[src/ihex_pkg.sv]
package ihex_pkg;

  localparam int CHAR_W  = 8;
  localparam int KIND_W  = 2;
  localparam int ADDR_W  = 32;
  localparam int DATA_W  = 8;
  localparam int ERR_W   = 3;

  typedef enum logic [2:0] {
    PH_COLON   = 3'd0,
    PH_COUNT   = 3'd1,
    PH_ADDR    = 3'd2,
    PH_TYPE    = 3'd3,
    PH_PAYLOAD = 3'd4,
    PH_CHECK   = 3'd5,
    PH_SKIP    = 3'd6
  } phase_t;

  localparam logic [KIND_W-1:0] KIND_DATA  = 2'd0;
  localparam logic [KIND_W-1:0] KIND_END   = 2'd1;
  localparam logic [KIND_W-1:0] KIND_ERROR = 2'd2;

  localparam logic [ERR_W-1:0] ERR_START = 3'd0;
  localparam logic [ERR_W-1:0] ERR_TYPE  = 3'd1;
  localparam logic [ERR_W-1:0] ERR_SUM   = 3'd2;
  localparam logic [ERR_W-1:0] ERR_END   = 3'd3;
  localparam logic [ERR_W-1:0] ERR_NONE  = 3'd4;

  localparam logic [7:0] REC_DATA      = 8'h00;
  localparam logic [7:0] REC_EOF       = 8'h01;
  localparam logic [7:0] REC_SEG       = 8'h02;
  localparam logic [7:0] REC_START_SEG = 8'h03;
  localparam logic [7:0] REC_LINEAR    = 8'h04;
  localparam logic [7:0] REC_START     = 8'h05;

  localparam logic [7:0] CHAR_COLON = 8'h3a;
  localparam logic [7:0] CHAR_LF    = 8'h0a;

endpackage

[src/ihex_in_if.sv]
interface ihex_in_if;
  logic                       valid;
  logic                       ready;
  logic [ihex_pkg::CHAR_W-1:0] character;
  logic                       end_of_input;

  modport source (output valid, output character, output end_of_input, input ready);
  modport sink (input valid, input character, input end_of_input, output ready);
endinterface

[src/ihex_out_if.sv]
interface ihex_out_if;
  logic                        valid;
  logic                        ready;
  logic [ihex_pkg::KIND_W-1:0] kind;
  logic [ihex_pkg::ADDR_W-1:0] address;
  logic [ihex_pkg::DATA_W-1:0] data;
  logic [ihex_pkg::ERR_W-1:0]  error_code;

  modport source (output valid, output kind, output address, output data,
                  output error_code, input ready);
  modport sink (input valid, input kind, input address, input data,
                input error_code, output ready);
endinterface

[src/ihex_cfg_if.sv]
interface ihex_cfg_if;
  logic valid;
  logic ready;
  logic data;

  modport source (output valid, output data, input ready);
  modport sink (input valid, input data, output ready);
endinterface

[src/intel_hex_record_parser_top.sv]
// each result goes into the output register from the character held in the input register
// throughput: one character per cycle while the output side does not stall, set by the single-pass
// record state update that sits between the input register and the output register
// a waiting result stalls the input side only once the input register is also full
// reset (rst, synchronous, active high) clears all parser state, reverse_bits and both valids
module intel_hex_record_parser_top (
  input  logic        clk,
  input  logic        rst,
  ihex_in_if.sink     stream,
  ihex_out_if.source  result,
  ihex_cfg_if.sink    cfg
);

  // input register
  logic                        in_valid;
  logic [ihex_pkg::CHAR_W-1:0] in_char;
  logic                        in_eoi;

  // parser state
  ihex_pkg::phase_t phase, phase_next;
  logic [3:0]  digit_count, digit_count_next;
  logic [7:0]  bytes_left, bytes_left_next;
  logic [7:0]  record_kind, record_kind_next;
  logic [15:0] record_address, record_address_next;
  logic [31:0] running_address, running_address_next;
  logic [7:0]  sum, sum_next;
  logic [15:0] shift_value, shift_value_next;
  logic        halted, halted_next;
  logic        reverse_bits;

  // output register
  logic                        out_valid;
  logic [ihex_pkg::KIND_W-1:0] out_kind;
  logic [ihex_pkg::ADDR_W-1:0] out_address;
  logic [ihex_pkg::DATA_W-1:0] out_data;
  logic [ihex_pkg::ERR_W-1:0]  out_error_code;

  logic                        res_valid;
  logic [ihex_pkg::KIND_W-1:0] res_kind;
  logic [ihex_pkg::ADDR_W-1:0] res_address;
  logic [ihex_pkg::DATA_W-1:0] res_data;
  logic [ihex_pkg::ERR_W-1:0]  res_error_code;

  logic advance;
  logic out_load;

  logic        hex_ok;
  logic [3:0]  hex_digit;
  logic [15:0] shifted;
  logic [3:0]  dc_inc;
  logic [7:0]  kind_new;
  logic [7:0]  left_new;
  logic [7:0]  byte_new;
  logic [31:0] running_inc;

  assign advance   = in_valid && (!out_valid || result.ready);
  assign out_load  = advance && res_valid;

  assign stream.ready = !in_valid || advance;
  assign cfg.ready    = 1'b1;

  assign result.valid      = out_valid;
  assign result.kind       = out_kind;
  assign result.address    = out_address;
  assign result.data       = out_data;
  assign result.error_code = out_error_code;

  function automatic logic [7:0] flip_byte(input logic [7:0] b);
    logic [7:0] r;
    for (int i = 0; i < 8; i++) begin
      r[i] = b[7-i];
    end
    return r;
  endfunction

  always_comb begin
    hex_ok    = 1'b1;
    hex_digit = 4'd0;
    if (in_char >= 8'h30 && in_char <= 8'h39) begin
      hex_digit = in_char[3:0];
    end else if ((in_char >= 8'h61 && in_char <= 8'h66) ||
                 (in_char >= 8'h41 && in_char <= 8'h46)) begin
      hex_digit = in_char[3:0] + 4'd9;
    end else begin
      hex_ok = 1'b0;
    end
  end

  assign shifted = {shift_value[11:0], hex_digit};
  assign dc_inc  = digit_count + 4'd1;

  always_comb begin
    phase_next           = phase;
    digit_count_next     = digit_count;
    bytes_left_next      = bytes_left;
    record_kind_next     = record_kind;
    record_address_next  = record_address;
    running_address_next = running_address;
    sum_next             = sum;
    shift_value_next     = shift_value;
    halted_next          = halted;

    res_valid      = 1'b0;
    res_kind       = ihex_pkg::KIND_DATA;
    res_address    = '0;
    res_data       = '0;
    res_error_code = ihex_pkg::ERR_NONE;

    kind_new    = shifted[7:0];
    byte_new    = shifted[7:0];
    left_new    = bytes_left;
    running_inc = running_address;

    if (!halted) begin
      if (in_eoi) begin
        halted_next    = 1'b1;
        res_valid      = 1'b1;
        res_kind       = ihex_pkg::KIND_ERROR;
        res_error_code = ihex_pkg::ERR_END;
      end else if (phase == ihex_pkg::PH_SKIP) begin
        if (in_char == ihex_pkg::CHAR_LF) phase_next = ihex_pkg::PH_COLON;
      end else if (phase == ihex_pkg::PH_COLON) begin
        if (in_char != ihex_pkg::CHAR_COLON) begin
          halted_next    = 1'b1;
          res_valid      = 1'b1;
          res_kind       = ihex_pkg::KIND_ERROR;
          res_error_code = ihex_pkg::ERR_START;
        end else begin
          phase_next       = ihex_pkg::PH_COUNT;
          digit_count_next = '0;
          shift_value_next = '0;
          sum_next         = '0;
        end
      end else if (!hex_ok) begin
        halted_next    = 1'b1;
        res_valid      = 1'b1;
        res_kind       = ihex_pkg::KIND_ERROR;
        res_error_code = ihex_pkg::ERR_START;
      end else begin
        shift_value_next = shifted;
        digit_count_next = dc_inc;
        case (phase)
          ihex_pkg::PH_COUNT: begin
            if (dc_inc >= 4'd2) begin
              bytes_left_next  = shifted[7:0];
              sum_next         = sum + shifted[7:0];
              phase_next       = ihex_pkg::PH_ADDR;
              digit_count_next = '0;
              shift_value_next = '0;
            end
          end
          ihex_pkg::PH_ADDR: begin
            if (dc_inc >= 4'd4) begin
              record_address_next = shifted;
              sum_next            = sum + shifted[15:8] + shifted[7:0];
              phase_next          = ihex_pkg::PH_TYPE;
              digit_count_next    = '0;
              shift_value_next    = '0;
            end
          end
          ihex_pkg::PH_TYPE: begin
            if (dc_inc >= 4'd2) begin
              record_kind_next = kind_new;
              sum_next         = sum + kind_new;
              digit_count_next = '0;
              shift_value_next = '0;
              if (kind_new == ihex_pkg::REC_EOF) begin
                halted_next = 1'b1;
                res_valid   = 1'b1;
                res_kind    = ihex_pkg::KIND_END;
                res_address = running_address;
              end else if (kind_new > ihex_pkg::REC_START) begin
                halted_next    = 1'b1;
                res_valid      = 1'b1;
                res_kind       = ihex_pkg::KIND_ERROR;
                res_error_code = ihex_pkg::ERR_TYPE;
              end else begin
                if (kind_new == ihex_pkg::REC_DATA) begin
                  running_address_next = {running_address[31:16], record_address};
                end
                if (kind_new == ihex_pkg::REC_SEG || kind_new == ihex_pkg::REC_LINEAR) begin
                  left_new = 8'd2;
                end else if (kind_new == ihex_pkg::REC_START) begin
                  left_new = 8'd4;
                end
                bytes_left_next = left_new;
                phase_next = (left_new == 8'd0) ? ihex_pkg::PH_CHECK : ihex_pkg::PH_PAYLOAD;
              end
            end
          end
          ihex_pkg::PH_PAYLOAD: begin
            if (dc_inc >= 4'd2) begin
              sum_next         = sum + byte_new;
              digit_count_next = '0;
              left_new         = bytes_left - 8'd1;
              bytes_left_next  = left_new;
              if (record_kind == ihex_pkg::REC_DATA) begin
                res_valid   = 1'b1;
                res_kind    = ihex_pkg::KIND_DATA;
                res_address = running_address;
                res_data    = reverse_bits ? flip_byte(byte_new) : byte_new;
                running_inc = running_address + 32'd1;
              end
              running_address_next = running_inc;
              if (left_new == 8'd0) begin
                // upper address records take the last two payload bytes
                if (record_kind == ihex_pkg::REC_SEG &&
                    running_inc[31:4] != {12'd0, shifted}) begin
                  running_address_next = {12'd0, shifted, 4'd0} |
                                         {16'd0, running_inc[15:0]};
                end
                if (record_kind == ihex_pkg::REC_LINEAR &&
                    running_inc[31:16] != shifted) begin
                  running_address_next = {shifted, running_inc[15:0]};
                end
                phase_next       = ihex_pkg::PH_CHECK;
                shift_value_next = '0;
              end
            end
          end
          ihex_pkg::PH_CHECK: begin
            if (dc_inc >= 4'd2) begin
              digit_count_next = '0;
              shift_value_next = '0;
              if (shifted[7:0] != (8'd0 - sum)) begin
                halted_next    = 1'b1;
                res_valid      = 1'b1;
                res_kind       = ihex_pkg::KIND_ERROR;
                res_error_code = ihex_pkg::ERR_SUM;
              end else begin
                phase_next = ihex_pkg::PH_SKIP;
              end
            end
          end
          default: begin
            phase_next       = ihex_pkg::PH_COLON;
            digit_count_next = '0;
            shift_value_next = '0;
          end
        endcase
      end
    end
  end

  always_ff @(posedge clk) begin
    if (rst) begin
      in_valid <= 1'b0;
    end else if (stream.valid && stream.ready) begin
      in_valid <= 1'b1;
    end else if (advance) begin
      in_valid <= 1'b0;
    end
    if (stream.valid && stream.ready) begin
      in_char <= stream.character;
      in_eoi  <= stream.end_of_input;
    end
  end

  always_ff @(posedge clk) begin
    if (rst) begin
      phase           <= ihex_pkg::PH_COLON;
      digit_count     <= '0;
      bytes_left      <= '0;
      record_kind     <= '0;
      record_address  <= '0;
      running_address <= '0;
      sum             <= '0;
      shift_value     <= '0;
      halted          <= 1'b0;
    end else if (advance) begin
      phase           <= phase_next;
      digit_count     <= digit_count_next;
      bytes_left      <= bytes_left_next;
      record_kind     <= record_kind_next;
      record_address  <= record_address_next;
      running_address <= running_address_next;
      sum             <= sum_next;
      shift_value     <= shift_value_next;
      halted          <= halted_next;
    end
  end

  always_ff @(posedge clk) begin
    if (rst) begin
      reverse_bits <= 1'b0;
    end else if (cfg.valid && cfg.ready) begin
      reverse_bits <= cfg.data;
    end
  end

  always_ff @(posedge clk) begin
    if (rst) begin
      out_valid <= 1'b0;
    end else if (out_load) begin
      out_valid <= 1'b1;
    end else if (result.ready) begin
      out_valid <= 1'b0;
    end
    if (out_load) begin
      out_kind       <= res_kind;
      out_address    <= res_address;
      out_data       <= res_data;
      out_error_code <= res_error_code;
    end
  end

  // an error or end result always leaves the parser halted
  a_halt_after_final: assert property (@(posedge clk) disable iff (rst)
    (out_load && res_kind != ihex_pkg::KIND_DATA) |=> halted)
    else $error("parser not halted after final result");

  // halted lasts until reset
  a_halt_sticky: assert property (@(posedge clk) disable iff (rst)
    halted |=> halted)
    else $error("halt released without reset");

  // no result is produced once halted
  a_no_result_halted: assert property (@(posedge clk) disable iff (rst)
    halted |-> !out_load)
    else $error("result produced while halted");

  // a held character is not lost while the result side stalls
  a_input_held: assert property (@(posedge clk) disable iff (rst)
    (in_valid && !advance) |=> (in_valid && $stable(in_char) && $stable(in_eoi)))
    else $error("pending character dropped");

  // data and end results carry no error code
  a_code_none: assert property (@(posedge clk) disable iff (rst)
    (out_valid && out_kind != ihex_pkg::KIND_ERROR) |-> out_error_code == ihex_pkg::ERR_NONE)
    else $error("error code on non-error result");

endmodule
[src/flat_wrapper.sv]
// flat-port wrapper written by rule: the top's interface ports become plain ports
module intel_hex_record_parser_top_flat 
  (clk, rst, stream_valid, stream_character, stream_end_of_input, stream_ready, result_valid, result_kind, result_address, result_data, result_error_code, result_ready, cfg_valid, cfg_data, cfg_ready);
  ihex_in_if stream_i ();
  ihex_out_if result_i ();
  ihex_cfg_if cfg_i ();
  input  logic clk;
  input  logic rst;
  input wire logic [$bits(stream_i.valid)-1:0] stream_valid;
  input wire logic [$bits(stream_i.character)-1:0] stream_character;
  input wire logic [$bits(stream_i.end_of_input)-1:0] stream_end_of_input;
  output wire logic [$bits(stream_i.ready)-1:0] stream_ready;
  output wire logic [$bits(result_i.valid)-1:0] result_valid;
  output wire logic [$bits(result_i.kind)-1:0] result_kind;
  output wire logic [$bits(result_i.address)-1:0] result_address;
  output wire logic [$bits(result_i.data)-1:0] result_data;
  output wire logic [$bits(result_i.error_code)-1:0] result_error_code;
  input wire logic [$bits(result_i.ready)-1:0] result_ready;
  input wire logic [$bits(cfg_i.valid)-1:0] cfg_valid;
  input wire logic [$bits(cfg_i.data)-1:0] cfg_data;
  output wire logic [$bits(cfg_i.ready)-1:0] cfg_ready;
  assign stream_i.valid = stream_valid;
  assign stream_i.character = stream_character;
  assign stream_i.end_of_input = stream_end_of_input;
  assign stream_ready = stream_i.ready;
  assign result_valid = result_i.valid;
  assign result_kind = result_i.kind;
  assign result_address = result_i.address;
  assign result_data = result_i.data;
  assign result_error_code = result_i.error_code;
  assign result_i.ready = result_ready;
  assign cfg_i.valid = cfg_valid;
  assign cfg_i.data = cfg_data;
  assign cfg_ready = cfg_i.ready;
  intel_hex_record_parser_top u_core (.clk(clk), .rst(rst), .stream(stream_i), .result(result_i), .cfg(cfg_i));
endmodule
[config.mk]
export PLATFORM = sky130hd
export DESIGN_NAME = intel_hex_record_parser_top_flat
export DESIGN_NICKNAME = d
export VERILOG_FILES = /design/src/ihex_pkg.sv /design/src/ihex_in_if.sv /design/src/ihex_out_if.sv /design/src/ihex_cfg_if.sv /design/src/intel_hex_record_parser_top.sv /design/src/flat_wrapper.sv
export SDC_FILE = /design/constraint.sdc
export NUM_CORES = 1
export LEC_CHECK = 0
export ABC_AREA = 1
export BUFFER_PORTS_ARGS = -buffer_cell sky130_fd_sc_hd__buf_2
export CAP_MARGIN = 15
export CORE_MARGIN = 2
export CORE_UTILIZATION = 44
export CTS_CLUSTER_SIZE = 20
export DETAILED_ROUTE_END_ITERATION = 8
export PLACE_DENSITY_LB_ADDON = 0.1
export SYNTH_ARGS = -nofsm -noshare
export SYNTH_HDL_FRONTEND = slang
export SYNTH_SLANG_ARGS = --single-unit
[constraint.sdc]
create_clock -name clk -period 3.3 [get_ports clk]
set_input_delay 0.66 -clock clk [delete_from_list [all_inputs] [get_ports clk]]
set_output_delay 0.66 -clock clk [all_outputs]
set_load 0.03 [all_outputs]
# ---- Word-level counts from Yosys, hierarchy flattened
# Cells that the tools add are included.
dict set report op_classes {
  n_mux 126
  reduce_logical 40
  magnitude_cmp 9
  bitwise_logic 10
  add_sub_neg 8
  n_eq_ne 37
}
# op count
set op_table {}
lappend op_table {{$mux 32} 19}
lappend op_table {{$mux 8} 22}
lappend op_table {{$pmux 32 s2} 2}
lappend op_table {{$mux 12} 7}
lappend op_table {{$mux 3} 24}
lappend op_table {{$pmux 12 s3} 1}
lappend op_table {{$add 32x1->32 const B} 1}
lappend op_table {{$logic_not 8->1} 4}
lappend op_table {{$mux 4} 7}
lappend op_table {{$ne 28x16->1} 1}
lappend op_table {{$mux 1} 25}
lappend op_table {{$add 8x8->8} 3}
lappend op_table {{$eq 8x3->1 const B} 3}
lappend op_table {{$ne 4x1->1 const B} 6}
lappend op_table {{$pmux 8 s3} 1}
lappend op_table {{$reduce_and 12->1} 2}
lappend op_table {{$mux 2} 10}
lappend op_table {{$or 20x16->20} 1}
lappend op_table {{$reduce_and 9->1} 2}
lappend op_table {{$eq 8x2->1 const B} 2}
lappend op_table {{$ge 8x7->1 const B} 2}
lappend op_table {{$le 8x7->1 const B} 2}
lappend op_table {{$mux 16} 1}
lappend op_table {{$ne 16x16->1} 1}
lappend op_table {{42 further kinds} 81}
dict set report totals {
  word_cells 250
  output_inout_bits 48
  register_bits 149
  inputBits 15
}

# ---- Depth between registers and ports, before layout
# Gate-level depths: netlist of the first run.
dict set report logic_depth {
  word_depth 26
  ltp_mapped 25
  ltp_nobuf 24
}

# ---- Worst setup path before layout of the first run
# Ideal clock, no wire load.
dict set report synth_timing {
  path_kind {reg-to-reg}
  from {register u_core.in_char[0] in the netlist's numbering}
  to {register u_core.sum[7]}
  setup_time_ns 0.128
  required_time_ns 3.172
  path_stages_with_launch 26
  n_path_buf 1
  arrival_ns 3.440
  path_slack_ns -0.267
  period_less_slack_ns 3.567
  cell_sequence {edfxtp_1 > inv_1 > ha_1 > o21ai_1 > nand2_1 > nand2_2 > inv_1 > nand2_1 > nand2_1 > buf_4 > inv_1 > fa_1 > inv_1 > ha_1 > fa_1 > nand2_1 > inv_1 > nor2_1 > o21bai_1 > nand2_1 > nand2_1 > a21oi_1 > xor2_1 > a21oi_1 > a22oi_1 > nor2_1}
}
dict set report synth_between {
  elab_chain_len 10
  word_cells_on_any_way 26
  classes_between {add/sub (3); order compare (6); eq/ne (2); mux (9); reduce/logical (6)}
}
# item line_no
set synth_rtl {}
lappend synth_rtl {{start: declaration} intel_hex_record_parser_top.sv:16} ;# logic [ihex_pkg::CHAR_W-1:0] in_char;
lappend synth_rtl {{start signal: assignment} intel_hex_record_parser_top.sv:254} ;# in_char <= stream.character;
lappend synth_rtl {{$ge 8x7->1, or another cell as far along} intel_hex_record_parser_top.sv:81} ;# end else if ((in_char >= 8'h61 && in_char <= 8'h66) ||
lappend synth_rtl {{$logic_and 1x1->1 (on tied branches)} {intel_hex_record_parser_top.sv:81, intel_hex_record_parser_top.sv:82}}
lappend synth_rtl {{$logic_or 1x1->1} intel_hex_record_parser_top.sv:81}
lappend synth_rtl {{$mux 4} intel_hex_record_parser_top.sv:81}
lappend synth_rtl {{$mux 4 (*)} intel_hex_record_parser_top.sv:79} ;# if (in_char >= 8'h30 && in_char <= 8'h39) begin
lappend synth_rtl {{net u_core.hex_digit[1]} intel_hex_record_parser_top.sv:48} ;# logic [3:0] hex_digit;
lappend synth_rtl {{$add 8x8->8 (on tied branches)} --}
lappend synth_rtl {{$mux 8 (on tied branches)} --}
lappend synth_rtl {{$pmux 8 s2 (*)} intel_hex_record_parser_top.sv:142} ;# case (phase)
lappend synth_rtl {{$mux 8 (*)} intel_hex_record_parser_top.sv:134} ;# end else if (!hex_ok) begin
lappend synth_rtl {{$mux 8 (*)} intel_hex_record_parser_top.sv:122} ;# end else if (phase == ihex_pkg::PH_COLON) begin
lappend synth_rtl {{end signal: assignment} intel_hex_record_parser_top.sv:277} ;# sum <= sum_next;
lappend synth_rtl {{end: declaration} intel_hex_record_parser_top.sv:26} ;# logic [7:0] sum, sum_next;
# The timed path passes the listed nets; every way through them passes the cells marked *. The select of a mux whose other input is x is not followed.
# A chain may end at the register's enable or synchronous reset.

# ---- Worst setup path in the final report of the first run
dict set report layout_timing {
  from {register u_core.in_char[0] in the netlist's numbering}
  to {register u_core.sum[7]}
}
dict set report layout_between {
  elab_chain_len 10
  word_cells_on_any_way 26
  classes_between {add/sub (3); order compare (6); eq/ne (2); mux (9); reduce/logical (6)}
}
# item line_no
set layout_rtl {}
lappend layout_rtl {{$ge 8x7->1, or another cell as far along} intel_hex_record_parser_top.sv:81}
lappend layout_rtl {{$logic_and 1x1->1 (on tied branches)} {intel_hex_record_parser_top.sv:81, intel_hex_record_parser_top.sv:82}}
lappend layout_rtl {{$logic_or 1x1->1} intel_hex_record_parser_top.sv:81}
lappend layout_rtl {{$mux 4} intel_hex_record_parser_top.sv:81}
lappend layout_rtl {{$mux 4} intel_hex_record_parser_top.sv:79}
lappend layout_rtl {{$add 8x8->8 (on tied branches)} --}
lappend layout_rtl {{$mux 8 (on tied branches)} --}
lappend layout_rtl {{$pmux 8 s2} intel_hex_record_parser_top.sv:142}
lappend layout_rtl {{$mux 8} intel_hex_record_parser_top.sv:134}
lappend layout_rtl {{$mux 8} intel_hex_record_parser_top.sv:122}
# Several ways; a longest one is shown, not always the timed one. The select of a mux whose other input is x is not followed.

==> results of run 1 <==
## layout by cell type (no fill, tap or decap), drive strengths merged, types with 30 or more instances in the layout
master	Yosys	routed
a211oi	31	31
edfxtp	54	54
dfxtp	95	95
ha	34	34
nor3	43	43
buf	19	195
xor2	30	30
inv	172	175
nand2	376	377
nand3	128	128
nor2	141	141
a21oi	111	111
o21ai	62	62
## layout make-up
type | count | area [um^2]
Clock inverter | 13 | 146
Timing Repair inverter | 1 | 6.26
Inverter | 180 | 699
Tap cell | 285 | 357
Sequential cell | 149 | 3530
Clock buffer | 19 | 443
Multi-Input combinational cell | 1048 | 6130
Fill cell | 2177 | 9770
Timing Repair Buffer | 199 | 1490
## state kept, by name, indices dropped and copies added (netlist names)
signal,flops
u_core.bytes_left,8
u_core.digit_count,4
u_core.halted,1
u_core.in_char,8
u_core.in_eoi,1
u_core.in_valid,1
u_core.phase,3
u_core.record_address,16
u_core.record_kind,8
u_core.result.address,32
u_core.result.data,8
u_core.result.error_code,3
u_core.result.kind,2
u_core.result.valid,1
u_core.reverse_bits,1
u_core.running_address,32
u_core.shift_value,12
u_core.sum,8
## layer usage
layer  GRT usage [%]  vias to the layer above  part of all wire (%)
met3            4.69                       57                   6.9
met5               0                        -                     0
met4            8.56                        0                   2.2
met1            38.6                     4744                    46
li1                -                     5071                     -
met2            42.6                      368                    45
## cells by family after synthesis
family / after synthesis / share of synthesized area, %
fa+ha+maj: 43 / 5.99
simple gates: 733 / 33.1
other cells: 1 / 0.0371
xor+xnor: 40 / 3.75
compound gates: 230 / 13.1
flops: 149 / 34.8
buf+inv: 229 / 9.19
## per-stage QoR
stage | power (W) | hold slack, ps | worst slack (ps)
after floorplan | 0.00216 | 431 | -131
after global placement | 0.00226 | 444 | -65.1
after detailed placement | 0.00226 | 444 | -225
after CTS | 0.00426 | 382 | -106
after global routing | 0.00442 | 384 | -393
final | 0.00429 | 390 | -140
## where the power goes
part	total (W)	internal [W]	switching (W)
clock	0.00200	0.00114	0.000859
combinational	0.000336	0.000122	0.000214
sequential	0.00195	0.00194	0.0000150
## critical path: cells and delay by family (launching register included)
family                   cells  cell delay, ps
XOR/XNOR                     1             160
AND/OR/NAND/NOR              9             600
AO/OA/AOI/OAI                5             500
adder cells (fa/ha/maj)      4            1170
flip-flops                   1             480
buffers and inverters        5             390
## final timing paths
| kind | endpoint |
|---|---|
| min reg2reg | u_core.digit_count[3] |
| max reg2reg | u_core.sum[7] |
| min | u_core.in_char[5] |
| max | u_core.sum[7] |
## what timing repair did
action | 4_1_cts | 5_1_grt
resized for setup | 15 | 101
pin swaps | 9 | 44
hold buffers | 0 | 0
endpoints found under the setup margin | 12 | 93
buffers inserted | 7 | 21
gates cloned | 0 | 6
==> reports/qor.txt, run 1 <==
Post-DP HPWL: 24400 um
Critical-path cell list: inv_2 -> ha_4 -> o21ai_2 -> nand2_1 -> nand2_2 -> inv_2 -> nand2_2 -> nand2_2 -> clkinvlp_4 -> fa_1 -> inv_1 -> ha_2 -> fa_2 -> nand2_2 -> inv_2 -> nor2_2 -> o21bai_1 -> nand2_1 -> nand2_1 -> a21oi_2 -> xor2_1 -> a21oi_1 -> a22oi_1 -> nor2_1
Cells after Synth: 1425
Hold path start: stream_character[5]
Post-synth top area share: 18.8%
Clock skew: 10.2 ps
CORE AREA: 22600 um^2
Antenna diodes: 0
Synth area leaders: dfxtp_1 19%, edfxtp_1 16%, nand2_1 14%
Root Buffer: clkbuf_16
Worst EP arrival: 3750 ps
Crit start category: flop
Max-Cap Viols: 0
RSZ-0062 raised after global routing: yes
Routability Congestion: 0.964
ANT nets after route: 0
Post-synth EDFFs: 54
Max Transition Viols Final: 0
Slew margin rel.: 46.2%
Largest net degree at the start of global routing: 57
Hold Crit Depth: 1
Clock sinks: 149
Synthesized net count: 1483
Hold Fails Final Rpt: 0
DRC violations left: 0
Vias: 10200
Clock transition at the registers of the reported paths: 70 ps
Router iterations before antenna repair: 5
Finished Cell Area: 12800 um^2
Netlist cell types: 58
Setup_tns: -337 ps
Worst-Skew Late Latency: 440 ps
Row cnt: 55
Final Cycle Share: 104%
R2r startpoint: u_core.in_char[0]
Average size of a mapped cell: 7.10 um^2
Final nets: 1654
Ys flop type: dfxtp_1
Area Growth Syn to Fin: 26.5%
Initial Util: 44.8%
PD cells: 335 nW/um^2
# setup viols final: 12
Synth area leader: dfxtp_1
Maximum fanout along the worst path: 4
Crit path kind: flop to flop
Static Leak: 5.41 nW
Vias in the first global route: 9427
WL per Instance: 17.6 um
Most frequent cell after synthesis: nand2_1
Final min period: 3440 ps
Crit path from: u_core.in_char[0]
Fraction of layout cells with a size suffix above 1: 24.4%
H-tree depth: 4
Post-synth ARST share: 0%
Worst R2R Path Depth: 24
Dpl cell area: 11400 um^2
Fmax: 291 MHz
Inst Count DP: 1830
Run status: complete, but fails checks
CP required: 3610 ps
Top post-synthesis cells by count: 365 x nand2_1, 159 x inv_1, 119 x nand3_1, 117 x nor2_1, 107 x a21oi_1
Final wirelength: 33300 um
DIE WIDTH: 156 um
Setup ws final: -140 ps
Io pins: 63
#FFs+latches synth: 149
Post-synthesis sequential area ratio: 34.8%
CP max stage cell: fa_1
Antenna violations before repair: 0
Worst Setup End Kind: flop
CTS tree: yes
First-pass GRT wire length: 51500 um
PortBufs: 61
Reg2reg setup slack: -140 ps
CP peak stage delay: 490 ps
Synthesis Warnings: 0
Post-Syn Area: 10100 um^2
Failing checks: setup timing
Die span in y: 156 um
TritonCTS Buffers: 17
Vias per std cell: 5.41
Worst VDD drop: 0.000320 V
Initial drt markers: 957
Post-route insts no fill: 1894
Total track usage: 27.3%
Gr ovfl total: 0
Final core occ: 56.7%
Hold Crit Class: input port to flop
Max Buffers Root-to-Sink: 2
Worst-margin pin slew: 806 ps
Critical path's most frequent cell: nand2_2
Die footprint: 24200 um^2
No activity file was read; power rests on OpenSTA's default activity.
==> run 2: changes to the inputs <==
--- a/config.mk
+++ b/config.mk
@@ -8,7 +8,7 @@
 export ABC_AREA = 1
 export BUFFER_PORTS_ARGS = -buffer_cell sky130_fd_sc_hd__buf_2
 export CAP_MARGIN = 15
-export CORE_MARGIN = 2
+export CORE_MARGIN = 3
 export CORE_UTILIZATION = 44
 export CTS_CLUSTER_SIZE = 20
 export DETAILED_ROUTE_END_ITERATION = 8
==> run 2 against run 1 <==
The flow still finishes with violations (setup timing). Critical path depth decreased by 1. Non-clock buffer count increased by 5. Power decreased by 1.0%. Largest power group unchanged.
==> reports/qor.txt, run 2 (synthesized netlist as in run 1, its figures left out) <==
Worst Setup End Kind: flop
Worst VDD drop: 0.000257 V
Largest net degree at the start of global routing: 48
Inst Count DP: 1833
CP required: 3620 ps
Clock share of power: 46.2%
Maximum fanout along the worst path: 4
Commonest non-fill, non-tap cell in the layout: nand2_1
Vias per std cell: 5.47
M3 GR Usage: 4.98%
Hold buffer count at cts: 0
Max Buffers Root-to-Sink: 2
Post-route insts no fill: 1893
Total track usage: 27.7%
Hold Fails Final Rpt: 0
Combinational share of power: 7.8%
Switching part of the total: 25.2%
Io pins: 63
Fmax: 292 MHz
Failing checks: setup timing
Root Buffer: clkbuf_16
Area Growth Syn to Fin: 25.5%
Worst-Skew Late Latency: 450 ps
Clock transition at the registers of the reported paths: 70 ps
Antenna diodes: 0
Crit path kind: flop to flop
RSZ-0062 raised after global routing: yes
Clock sinks: 149
Routability Congestion: 0.977
Slew margin rel.: 51.0%
Initial drt markers: 883
Run status: complete, but fails checks
Setup ws final: -128 ps
Max-Cap Viols: 0
Most frequent cells in the layout: 355 x nand2_1, 149 x inv_1, 128 x buf_4
Max Transition Viols Final: 0
Crit path from: u_core.in_char[0]
Crit start category: flop
Hold Crit Class: input port to flop
PortBufs: 61
# fillers: 2087
Final min period: 3430 ps
ANT nets after route: 0
Clock skew: 17.5 ps
First-pass GRT wire length: 53300 um
Static Leak: 5.44 nW
H-tree depth: 4
Worst-margin pin slew: 717 ps
Sequential share of power: 46.0%
WL per Instance: 18.4 um
DIE WIDTH: 158 um
Post-DP HPWL: 25400 um
CORE AREA: 22200 um^2
Final core occ: 57.1%
Most used routing layer: met2
Met2 Track Usage GR: 42.4%
R2r startpoint: u_core.in_char[0]
Router iterations before antenna repair: 5
# setup viols final: 16
CTS tree: yes
Final Cycle Share: 104%
PD cells: 335 nW/um^2
Vias in the first global route: 9634
Initial Util: 45.5%
Row cnt: 54
Vias: 10400
Internal Power: 0.00318 W
DRC violations left: 0
Gr ovfl total: 0
Hold path start: stream_character[0]
Worst EP arrival: 3740 ps
Die footprint: 24800 um^2
Fraction of layout cells with a size suffix above 1: 22.7%
Sw Pwr: 0.00107 W
GR Util met1: 40.7%
Final nets: 1658
TritonCTS Buffers: 17
Final wirelength: 34800 um
Die span in y: 158 um
Antenna violations before repair: 0
## run 2: final timing paths
path	end	slack [ps]	depth (start not counted)
max	u_core.sum[7]	-130	23
max reg2reg	u_core.sum[7]	-130	23
min reg2reg	u_core.digit_count[3]	460	2
min	u_core.in_char[0]	390	1
## run 2: per-layer routing
layer	share of wire, %	vias up
met2	45	358
met5	0	-
li1	-	5090
met4	1.8	0
met3	7.1	61
met1	46	4843
## run 2: worst max-delay path, stage by stage (launching register included)
cell        delay, ps
edfxtp_1          450
inv_2              80
ha_4              170
nand3b_1          110
nand3_2           110
inv_2              80
nand2_2            60
nand2_4            70
clkinvlp_4         90
fa_1              510
inv_2              50
ha_4              160
fa_2              340
nand2_1            70
inv_1              40
nor2_1             80
o21bai_1           90
nand2_1            70
nand2_1            60
a21oi_2           140
xor2_1            150
a21oi_1            80
a22oi_1           180
nor2_1             50
## run 2: cell type report
class | count | area (um^2) | share of cell area [%]
flip-flops and latches | 149 | 3530 | 27.8
repair buffers | 204 | 1510 | 11.9
inverters | 180 | 696 | 5.48
clock buffers | 21 | 482 | 3.79
well taps | 280 | 350 | 2.76
multi-input cells | 1048 | 6030 | 47.5
clock inverters | 11 | 96.3 | 0.759
## run 2: metrics by stage
stage          setup WS, ps  instance area [um^2]  setup TNS [ps]  total power, W  hold WS (ps)
2_1_floorplan          -131                 10100            -131         0.00216           431
3_3_place_gp           -228                 11400           -5590         0.00227           452
3_5_place_dp           -209                 11400           -5250         0.00227           451
4_1_cts                -137                 12200           -1590         0.00424           379
5_1_grt                -370                 12700           -8700         0.00437           391
6_report               -128                 12700            -817         0.00425           390
## run 2: power groups by stage
stage / clock [W] / combinational (W) / sequential, W
floorplan: 0 / 0.000109 / 0.00206
global placement: 0 / 0.000277 / 0.00199
detailed placement: 0 / 0.000278 / 0.00200
CTS: 0.00200 / 0.000290 / 0.00195
global route: 0.00206 / 0.000352 / 0.00196
finish: 0.00196 / 0.000329 / 0.00195
## run 2: what timing repair did
item	CTS	global route
hold endpoints to repair	0	0
pin swaps	10	57
resized for setup	18	71
endpoints found under the setup margin	43	84
cloned	1	3
buffers inserted	6	19
==> run 3: changes to the inputs <==
--- a/config.mk
+++ b/config.mk
@@ -5,14 +5,14 @@
 export SDC_FILE = /design/constraint.sdc
 export NUM_CORES = 1
 export LEC_CHECK = 0
-export ABC_AREA = 1
+export ABC_AREA = 0
 export BUFFER_PORTS_ARGS = -buffer_cell sky130_fd_sc_hd__buf_2
 export CAP_MARGIN = 15
 export CORE_MARGIN = 3
 export CORE_UTILIZATION = 44
 export CTS_CLUSTER_SIZE = 20
 export DETAILED_ROUTE_END_ITERATION = 8
-export PLACE_DENSITY_LB_ADDON = 0.1
+export PLACE_DENSITY = 0.75
 export SYNTH_ARGS = -nofsm -noshare
 export SYNTH_HDL_FRONTEND = slang
 export SYNTH_SLANG_ARGS = --single-unit
==> run 3 against run 2 <==
The run still ends with setup timing left. Final cell count down 14%. Worst hold slack better by 4.7 ps. Cell area up 3.4%. First-iteration DRC count up 35%. Synthesized cell count down 21%. Core utilization up 4.0 points. Combinational power down 2%. Flip-flop and latch count unchanged. Area after synthesis down 3.0%. Register-to-register slack worse by 740 ps. Via count down 1.9%. Critical path depth down 7. Critical path type unchanged.
==> reports/qor.txt, run 3 <==
Vias in the first global route: 9550
Maximum fanout along the worst path: 5
Crit start category: flop
Met1 WL: 13300 um
Netlist cell types: 83
Worst EP arrival: 4520 ps
Met3 routed WL: 3760 um
TritonCTS Buffers: 17
Met2 WL: 15100 um
Max-Cap Viols: 0
WL per Instance: 20.4 um
Root Buffer: clkbuf_16
Largest net degree at the start of global routing: 90
Post-synth top area share: 19.4%
First-pass GRT wire length: 50800 um
PD cells: 332 nW/um^2
CTS tree: yes
Clock skew: 8.20 ps
PortBufs: 61
Finished Cell Area: 13100 um^2
ANT nets after route: 0
Setup ws final: -868 ps
Worst-Skew Late Latency: 430 ps
Most frequent cells in the layout: 200 x buf_4, 116 x nor2_1, 94 x dfxtp_1
Row cnt: 53
Cells after Synth: 1126
Area of the multi-input gates: 6310 um^2
Ys flop type: dfxtp_1
Area Growth Syn to Fin: 33.8%
Hold path start: stream_character[3]
H-tree depth: 4
Synthesized net count: 1184
Vias per std cell: 6.23
Router iterations before antenna repair: 5
CP required: 3660 ps
Hold Fails Final Rpt: 0
Crit path from: u_core.in_char[3]
Synthesis Warnings: 0
Average size of a mapped cell: 8.71 um^2
# fillers: 1762
Synth area leaders: dfxtp_1 19%, edfxtp_1 17%, nor2_1 4.7%
Run status: complete, but fails checks
Register Area: 3520 um^2
Clock sinks: 149
RSZ-0062 raised after global routing: yes
Total track usage: 26.5%
Antenna diodes: 0
# setup viols final: 86
Static Leak: 5.25 nW
Post-synth ARST share: 0%
PnR Total Power: 0.00435 W
Commonest non-fill, non-tap cell in the layout: buf_4
Hold Crit Class: input port to flop
Post-Syn Area: 9810 um^2
Fmax: 240 MHz
Die span in y: 155 um
Final core occ: 61.1%
Slew margin rel.: 47.1%
DIE WIDTH: 155 um
Gr ovfl total: 0
Io pins: 63
Clock transition at the registers of the reported paths: 70 ps
Post-synthesis sequential area ratio: 35.9%
DRC violations left: 0
Max layer used: met4
R2r startpoint: u_core.in_char[3]
Worst VDD drop: 0.000341 V
Hold_ws: 395 ps
Final wirelength: 33300 um
Routability Congestion: 1.01
Initial Util: 45.6%
Post-DP HPWL: 23000 um
Setup_tns: -31310 ps
Post-synth EDFFs: 54
Final Cycle Share: 126%
Final min period: 4170 ps
Synth area leader: dfxtp_1
#FFs+latches synth: 149
Final nets: 1402
Antenna violations before repair: 0
Top post-synthesis cells by count: 122 x nor2_1, 95 x dfxtp_1, 70 x clkbuf_1, 57 x a21oi_1, 54 x edfxtp_1
Max Buffers Root-to-Sink: 2
Failing checks: setup timing
Worst Setup End Kind: flop
Worst-margin pin slew: 793 ps
CORE AREA: 21500 um^2
Vias: 10200
Initial drt markers: 1191
Die footprint: 24100 um^2
Fraction of layout cells with a size suffix above 1: 30.2%
Crit path kind: flop to flop
Dpl cell area: 11900 um^2
Max Transition Viols Final: 0
Most frequent cell after synthesis: nor2_1
-- run 3: routing by layer --
metal  global-route usage, %  up-vias
met5                       0        -
met4                    10.5        0
met3                    6.09      102
met2                    41.7      630
met1                    35.3     4821
li1                        -     4607
-- run 3: final timing paths --
check	endpoint	slack, ps	cells after the start
max	u_core.sum[7]	-870	16
min reg2reg	u_core.record_address[10]	490	2
min	u_core.in_char[3]	400	1
max reg2reg	u_core.sum[7]	-870	16
-- run 3: timing repair --
action	4_1_cts	5_1_grt
hold buffers	0	0
pin swaps	27	40
cloned	2	3
endpoints found under the setup margin	85	95
hold endpoints to repair	0	0
gates resized for setup	27	57
setup buffers	9	13
-- run 3: worst max-delay path, cell delays in order (launching register included) --
cell	delay [ps]
edfxtp_1	410
or4b_4	560
nor3_4	300
a21oi_2	120
fa_1	530
inv_2	50
ha_4	160
fa_2	340
a21o_1	180
a21oi_2	160
o21bai_1	80
a21oi_1	170
xnor2_1	140
nand2_1	100
and3_4	180
or4b_4	470
a31oi_1	140
-- run 3: cell type report --
type,instances,area share (%)
clock buffers,20,3.33
clock inverters,12,1.34
inverters,43,1.25
multi-input cells,850,48.1
flip-flops and latches,149,26.9
well taps,275,2.62
repair buffers,283,16.5
-- run 3: kinds of logic (layout without fill, tap and decap cells) --
logic type | count (synthesis) | after routing | share of synthesized area (%)
compound gates | 240 | 240 | 17.2
xor+xnor | 64 | 64 | 5.86
fa+ha+maj | 43 | 43 | 6.17
buf+inv | 127 | 358 | 5.12
flops | 149 | 149 | 35.9
mux | 35 | 35 | 3.57
other cells | 1 | 1 | 0.0382
simple gates | 467 | 467 | 26.2
-- run 3: report_power, final --
part | leakage (nW) | internal, W | switching [W]
Clock | 0.293 | 0.00127 | 0.000804
Sequential | 1.25 | 0.00194 | 0.0000195
Combinational | 3.70 | 0.000116 | 0.000206
-- run 3: through the flow --
step | std cells | setup slack (ps)
floorplan | 1126 | -902
global placement | 1578 | -763
detailed placement | 1578 | -854
CTS | 1621 | -813
global route | 1632 | -1090
finish | 1632 | -868
